<file path="src/hdl/vch_pkg.sv">
// ----------------------------------------------------------------------------
// vch_pkg: shared definitions of the vertex cache simulator
// Default sizes, field widths, stream layouts and shared types.
// ----------------------------------------------------------------------------
package vch_pkg;

    localparam int MAX_VERTICES_DEF = 65536;
    localparam int STAMP_BITS_DEF   = 48;
    localparam int MAX_CACHE_DEF    = 64;

    localparam int VERT_BITS      = 16;
    localparam int VERTS_PER_FACE = 3;
    localparam int CFG_BITS       = 7;
    localparam int FACE_BITS      = 24;
    localparam int MISS_BITS      = 2;

    localparam logic [CFG_BITS-1:0]  CACHE_RESET = 7'd16;
    localparam logic [FACE_BITS-1:0] FACE_MAX    = {FACE_BITS{1'b1}};
    localparam logic [MISS_BITS-1:0] ALL_MISSED  = MISS_BITS'(VERTS_PER_FACE);

    localparam int QUEUE_DEPTH = 4;

    localparam int S_TDATA_BITS = ((VERTS_PER_FACE * VERT_BITS + 7) / 8) * 8;
    localparam int M_TDATA_BITS = ((MISS_BITS + FACE_BITS + 7) / 8) * 8;

    typedef enum logic [2:0] {
        PH_A = 3'b001,
        PH_B = 3'b010,
        PH_C = 3'b100
    } t_phase;

    typedef struct packed {
        logic full;
        logic empty;
    } t_queue_status;

endpackage

</file>
<file path="src/hdl/vch_queue.sv">
// ----------------------------------------------------------------------------
// vch_queue: short triangle queue
// Register-based FIFO that decouples triangle intake from stamp processing.
// ----------------------------------------------------------------------------
module vch_queue #(
    parameter int W     = 49,
    parameter int DEPTH = vch_pkg::QUEUE_DEPTH
) (
    input  logic                   i_clk,
    input  logic                   i_rst_n,
    input  logic                   i_push,
    input  logic [W-1:0]           i_push_data,
    input  logic                   i_pop,
    output logic [W-1:0]           o_pop_data,
    output vch_pkg::t_queue_status o_status
);
    import vch_pkg::*;

    localparam int PW = (DEPTH > 1) ? $clog2(DEPTH) : 1;
    localparam int CW = $clog2(DEPTH + 1);

    logic [W-1:0]  r_entries [DEPTH];
    logic [PW-1:0] r_wr_ptr;
    logic [PW-1:0] r_rd_ptr;
    logic [CW-1:0] r_count;
    logic [PW-1:0] n_wr_ptr;
    logic [PW-1:0] n_rd_ptr;

    always_comb begin
        n_wr_ptr = (r_wr_ptr == PW'(DEPTH - 1)) ? '0 : r_wr_ptr + 1'b1;
        n_rd_ptr = (r_rd_ptr == PW'(DEPTH - 1)) ? '0 : r_rd_ptr + 1'b1;
    end

    always_ff @(posedge i_clk) begin
        if (!i_rst_n) begin
            r_wr_ptr <= '0;
            r_rd_ptr <= '0;
            r_count  <= '0;
        end else begin
            if (i_push) begin
                r_wr_ptr <= n_wr_ptr;
            end
            if (i_pop) begin
                r_rd_ptr <= n_rd_ptr;
            end
            unique case ({i_push, i_pop})
                2'b10:   r_count <= r_count + 1'b1;
                2'b01:   r_count <= r_count - 1'b1;
                default: r_count <= r_count;
            endcase
        end
    end

    always_ff @(posedge i_clk) begin
        if (i_push) begin
            r_entries[r_wr_ptr] <= i_push_data;
        end
    end

    assign o_pop_data     = r_entries[r_rd_ptr];
    assign o_status.full  = (r_count == CW'(DEPTH));
    assign o_status.empty = (r_count == '0);

endmodule

</file>
<file path="config.mk">
export PLATFORM = sky130hd
export DESIGN_NAME = vch_queue
export DESIGN_NICKNAME = d
export VERILOG_FILES = /design/src/hdl/vch_pkg.sv /design/src/hdl/vch_queue.sv
export SDC_FILE = /design/constraint.sdc
export NUM_CORES = 1
export LEC_CHECK = 0
export ABC_CLOCK_PERIOD_IN_PS = 2500
export CAP_MARGIN = 10
export CORE_UTILIZATION = 55
export CTS_CLUSTER_DIAMETER = 200
export DETAILED_ROUTE_END_ITERATION = 8
export DONT_BUFFER_PORTS = 1
export GPL_TIMING_DRIVEN = 0
export PLACE_DENSITY_LB_ADDON = 0.12
export SETUP_SLACK_MARGIN = 0.3
export SYNTH_ARGS = -nofsm -noshare
export SYNTH_HDL_FRONTEND = slang
export SYNTH_SLANG_ARGS = --single-unit
</file>
<file path="constraint.sdc">
create_clock -name i_clk -period 2.5 [get_ports i_clk]
set_clock_uncertainty 0.05 [all_clocks]
set_input_delay 0.5 -clock i_clk [delete_from_list [all_inputs] [get_ports i_clk]]
set_output_delay 0.5 -clock i_clk [all_outputs]
set_load 0.02 [all_outputs]
</file>
==> metrics.csv, run 1 <==
metric,value,unit
Leak,0.002795,uW
"Distinct cells, synth",26,
worst-margin pin slew,0.9279,ns
Layout Cells excl Fill,532,
hpwl dp,7165,um
IO Count,104,
placement row count,42,
total track usage,18.32,%
min cycle time layout,2.360,ns
Worst-Skew Late Latency,0.47,ns
vias after detailed routing,3097,
initial antenna violation count,0,
highest metal used,met4,
CTS HTree Levels,1,
share of layout cells above drive strength 1,32.30,%
worst-case clock buffer depth,3,
max frequency,423.7,MHz
WL met2,6456,um
RSZ-0062 raised after global routing,yes,
Initial DRC Count,231,
FILL cells,859,
drt pass-1 iters,6,
fin. max-slew vios,0,
met3 wire len,899,um
Buffers & Inverters on Critical Path,4,
DIE AREA,14210,um^2
synthesized area per cell,24.94,um^2
dpl cells,482,
Worst setup SP type,register,
footprint of the multi-input gates,1371,um^2
nature of the critical path endpoint,primary output,
DRT Wirelength,12420,um
"delay-heaviest family, CP",multiplexers,
"Worst Path Class, Setup",register to primary output,
"most used cell, CP",buf_12,
Initial Util,56.83,%
max_slew headroom,38.14,%
DIE WIDTH,119.2,um
CTS tree,done,
status,finished clean,
"Hold-fix buffers, CTS",0,
Synth Net Count,363,
VDD IR-drop max,0.0006712,V
die height,119.2,um
CTS Sinks,205,
Reg area,6067,um^2
Post-Syn Instances,303,
final setup violating endpoints,0,
GRT overflow,0,
post-synthesis register bit count,205,
largest net degree at the start of global routing,50,
crit path cell chain,buf_6 > buf_12 > buf_12 > buf_12 > mux4_2,
Crit path arrival time,1.81,ns
DRC viols,0,
Worst Hold Class,input pin to register,
I/O Buffers,0,
ys flop type,edfxtp_1,
part of the Yosys area used for sequential elements,80.28,%
Worst path max stage delay,0.58,ns
endpoints failing hold,0,
setup ws final,0.1397,ns
Root Buffer,clkbuf_16,
area grow syn2layout,15.47,%
max cap viols,0,
met1 WL,4868,um
Yosys warning count,0,
CTS buffer count,21,
Finished Core Util,65.62,%
fraction of synthesis flops using an asynchronous set or reset pin,0,%
DP Worst Slack,0.4652,ns
routed len/inst,23.35,um
worst-path maximum fanout,5,
first-pass GRT wire length,19350,um
Diodes inserted,0,
Routed Antenna Nets,0,
routed vias/inst,5.821,
Mapped Area,7556,um^2
Tcrit/Tclk final,94.41,%
nets@finish,402,
"Max stage delay cell, worst path",mux4_2,
number of synthesized flops with an enable pin,196,
final RePlAce weighted congestion,0.6821,
power per cell area,856.3,nW/um^2
clock transition at the registers of the reported paths,0.06,ns
number of global-route vias before repair,3530,
Core Footprint,13300,um^2
Critical Path RT,1.95,ns
worst hold slack,0.06877,ns
-- cells in the mapped netlist (3+ instances only) --
library cell,number,area share (%)
and2_1,6,0.50
buf_1,3,0.15
buf_4,3,0.30
dfxtp_1,9,2.4
edfxtp_1,196,78
ha_1,6,0.99
inv_1,6,0.30
mux4_2,47,14
nor2b_1,4,0.33
-- cells in the final DEF, fill, tap and decap left out, types with 3 or more instances in the layout --
cell type	n
inv_1	6
and2_2	3
buf_12	8
buf_16	3
edfxtp_1	196
clkinvlp_4	3
dfxtp_1	8
clkbuf_16	22
buf_4	10
nor2b_1	4
clkinv_2	6
clkbuf_8	3
ha_1	6
mux4_2	49
-- where the power goes --
part	switching [uW]	internal (uW)	leakage (uW)
registers	37.9	3920	0.00187
logic	367	260	0.000597
clock network	1160	1730	0.000323
total	1570	5900	0.00279
-- worst reg2reg max path: cells and delay by family (launching register included) --
| kind | cells | cell delay (ns) |
|---|---|---|
| buffers and inverters | 1 | 0.25 |
| DFF | 1 | 0.41 |
| and+or+nand+nor | 1 | 0.76 |
| adders and majority gates | 1 | 0.16 |
-- state kept, by name, indices dropped and copies added, names as in the netlist, named ones only --
name and count:
r_count 3, r_entries 196, r_rd_ptr 2, r_wr_ptr 2
-- per-stage QoR --
| stage | setup TNS (ns) | cell area, um^2 | total power, uW |
|---|---|---|---|
| finish | 0 | 8725 | 7471 |
| global route | 0 | 8725 | 7721 |
| CTS | 0 | 8655 | 7536 |
| detailed placement | 0 | 7850 | 4605 |
| global placement | -121.68 | 7776 | 4581 |
| floorplan | 0 | 7556 | 4478 |
-- kinds of logic after synthesis --
family | synth area share [%]
adders and majority gates | 1.258
and+or+nand+nor | 1.308
AOI/OAI and AO/OA | 0.3974
DFF | 80.28
buffers and inverters | 1.557
muxes | 14.97
xor gates and xnor gates | 0.2319
-- per-layer routing --
metal | vias up | GRT usage [%]
met5 | - | 0
met4 | 0 | 4.826
met3 | 18 | 5.412
met2 | 91 | 31.65
met1 | 1631 | 22.63
li1 | 1357 | -
-- final cells by class --
cell class              count  area share, %
clock buffers              25          6.540
flip-flops and latches    205          69.54
repair buffers             16          2.883
well taps                 176          2.524
multi-input cells          81          15.72
clock inverters            12          1.033
inverters                   6         0.2581
plain buffers              11          1.506
-- final timing paths --
kind | startpoint | endpoint | slack (ns) | cells after the start
hold / removal | i_push_data[29] | r_entries[2][29] | 0.07 | 0
setup reg to reg | r_wr_ptr[0] | r_entries[1][46] | 0.56 | 3
setup / recovery | register | o_pop_data[21] | 0.14 | 5
hold reg to reg | r_count[2] | r_count[2] | 0.50 | 2
-- repair_timing --
action,4_1_cts,5_1_grt
setup buffers,6,4
gates resized for setup,12,6
setup endpoints to repair,49,49
gates cloned,2,1
endpoints found under the hold margin,0,0
Note: power is estimated with default switching activity, not from simulation.
==> run 2, diff against run 1 <==
CORE_UTILIZATION = 50   (was 55)
==> run 2 against run 1 <==
Compared with the run above: the flow now finishes with violations (DRC); flip-flop and latch count unchanged; critical path type unchanged; total power down 0.13%; setup slack worse by 0.0073 ns; highest routed layer unchanged; worst hold slack worse by 0.0036 ns; die area up 9.8%; largest power group unchanged; global-route usage down 1.9 points; utilization down 6.3 points; via count down 0.97%.
==> metrics.csv, run 2 (same netlist as run 1, synthesis figures left out) <==
metric,value,unit,change
status,"complete, but fails checks",,
failing checks,DRC,,
min cycle time layout,2.368,ns,+0.007285 ns
vias after detailed routing,3067,,-0.97%
DRT Wirelength,12300,um,-0.98%
fin. max-slew vios,0,,unchanged
Total Power,7461,uW,-0.13%
first-pass GRT wire length,19180,um,-0.92%
"Hold-fix buffers, CTS",0,,unchanged
final setup TNS,0,ns,unchanged
max cap viols,0,,unchanged
crit path cell chain,buf_8 > buf_12 > buf_12 > buf_12 > mux4_2,,
Routed Antenna Nets,0,,unchanged
Worst setup SP type,register,,
GRT met2 Usage,28.09,%,-3.6 points
Root Buffer,clkbuf_16,,
met3 Use GR,5.948,%,+0.54 points
max frequency,422.4,MHz,-0.31%
GRT overflow,0,,unchanged
placement row count,44,,+4.8%
largest registers,"r_entries x196, r_count x3",,
total track usage,16.44,%,-1.9 points
Top reg by flops,r_entries,,
Initial Util,51.60,%,-5.2 points
Buffers & Inverters on Critical Path,4,,unchanged
"Worst Path Class, Setup",register to primary output,,
worst-case clock buffer depth,3,,unchanged
Critical Path RT,1.95,ns,about the same
Finished Core Util,59.32,%,-6.3 points
DRC viols,18,,+18
nets@finish,399,,-0.75%
"most used cell, CP",buf_12,,
max reg flops,196,,unchanged
drt pass-1 iters,6,,unchanged
FILL cells,1027,,+20%
clock transition at the registers of the reported paths,0.06,ns,about the same
worst hold slack,0.06513,ns,-0.003645 ns
DIE WIDTH,124.9,um,+4.8%
"Max stage delay cell, worst path",mux4_2,,
Tcrit/Tclk final,94.70,%,+0.29 points
CTS tree,done,,
"leading cell type in the layout, fill and taps excluded",edfxtp_1,,
setup ws final,0.1324,ns,-0.007285 ns
Initial DRC Count,238,,+3.0%
CTS HTree Levels,1,,unchanged
most frequent cells in the layout,"edfxtp_1, mux4_2, clkbuf_16",,
Leak,0.002766,uW,-1.0%
VDD IR-drop max,0.0007927,V,+18%
routed vias/inst,5.722,,-1.7%
IO Count,104,,unchanged
"delay-heaviest family, CP",multiplexers,,
Worst Hold Class,input pin to register,,
endpoints failing hold,0,,unchanged
max_slew headroom,47.01,%,+8.9 points
final setup violating endpoints,0,,unchanged
grt peak-use layer,met2,,
DP Worst Slack,0.4378,ns,-0.02739 ns
share of layout cells above drive strength 1,29.26,%,-3.0 points
nature of the critical path endpoint,primary output,,
RSZ-0062 raised after global routing,yes,,
Worst-Skew Late Latency,0.48,ns,about the same
power per cell area,858.9,nW/um^2,+0.30%
Diodes inserted,0,,unchanged
worst-margin pin slew,0.7949,ns,-0.1330 ns
I/O Buffers,0,,unchanged
number of global-route vias before repair,3385,,-4.1%
final RePlAce weighted congestion,0.6538,,-4.1%
CTS Sinks,205,,unchanged
worst-path maximum fanout,5,,unchanged
hpwl dp,6679,um,-6.8%
CTS buffer count,21,,unchanged
Worst path max stage delay,0.58,ns,about the same
largest net degree at the start of global routing,50,,unchanged
routed len/inst,22.94,um,-1.7%
Crit path arrival time,1.82,ns,about the same
area grow syn2layout,14.97,%,
DIE AREA,15610,um^2,+9.8%
initial antenna violation count,0,,unchanged
grt met1 use,19.86,%,-2.8 points
Core Footprint,14640,um^2,+10%
die height,124.9,um,+4.8%
run 2: cell types whose count changed in the layout (fill, tap and decap cells not counted), sizes merged:
cell / delta
clkinv: -2
clkinvlp: -3
buf: -3
bufinv: +1
clkbuf: +3
run 2: what timing repair did:
item                       CTS  global route
resized for setup           22             6
setup endpoints to repair   49            49
gates cloned                 3             1
buffers inserted             7             2
run 2: routing by layer:
| metal | part of all wire, % | up-vias | wire, um |
|---|---|---|---|
| li1 | - | 1349 | - |
| met4 | 2.0 | 0 | 248 |
| met1 | 40 | 1604 | 4875 |
| met3 | 7.8 | 21 | 962 |
| met2 | 51 | 93 | 6211 |
| met5 | 0 | - | 0 |
run 2: stage by stage:
stage	instance area, um^2	std cells
3_5_place_dp	7796	487
2_1_floorplan	7556	303
3_3_place_gp	7786	487
5_1_grt	8687	536
4_1_cts	8632	533
6_report	8687	536
run 2: final timing paths:
path	startpoint	to	slack [ns]	cells past startpoint
setup / recovery	register	o_pop_data[17]	0.13	5
hold / removal	i_push_data[34]	r_entries[2][34]	0.07	0
setup reg to reg	r_wr_ptr[0]	r_entries[3][45]	0.78	2
hold reg to reg	r_count[2]	r_count[2]	0.47	2
run 2: power by group:
group	internal (uW)	switching (uW)	leakage [uW]
clock network	1750	1140	0.000309
logic	258	365	0.000582
registers	3920	35.9	0.00187
run 2: final cells by class:
class                      count  area [um^2]  area share (%)
sequential                   205         6067           69.84
multi-input combinational     81         1375           15.83
clock buffer                  28        551.8           6.352
tap                          184        230.2           2.650
timing repair buffer          13        195.2           2.247
buffer                        11        160.2           1.844
clock inverter                 8        85.08          0.9794
inverter                       6        22.52          0.2593
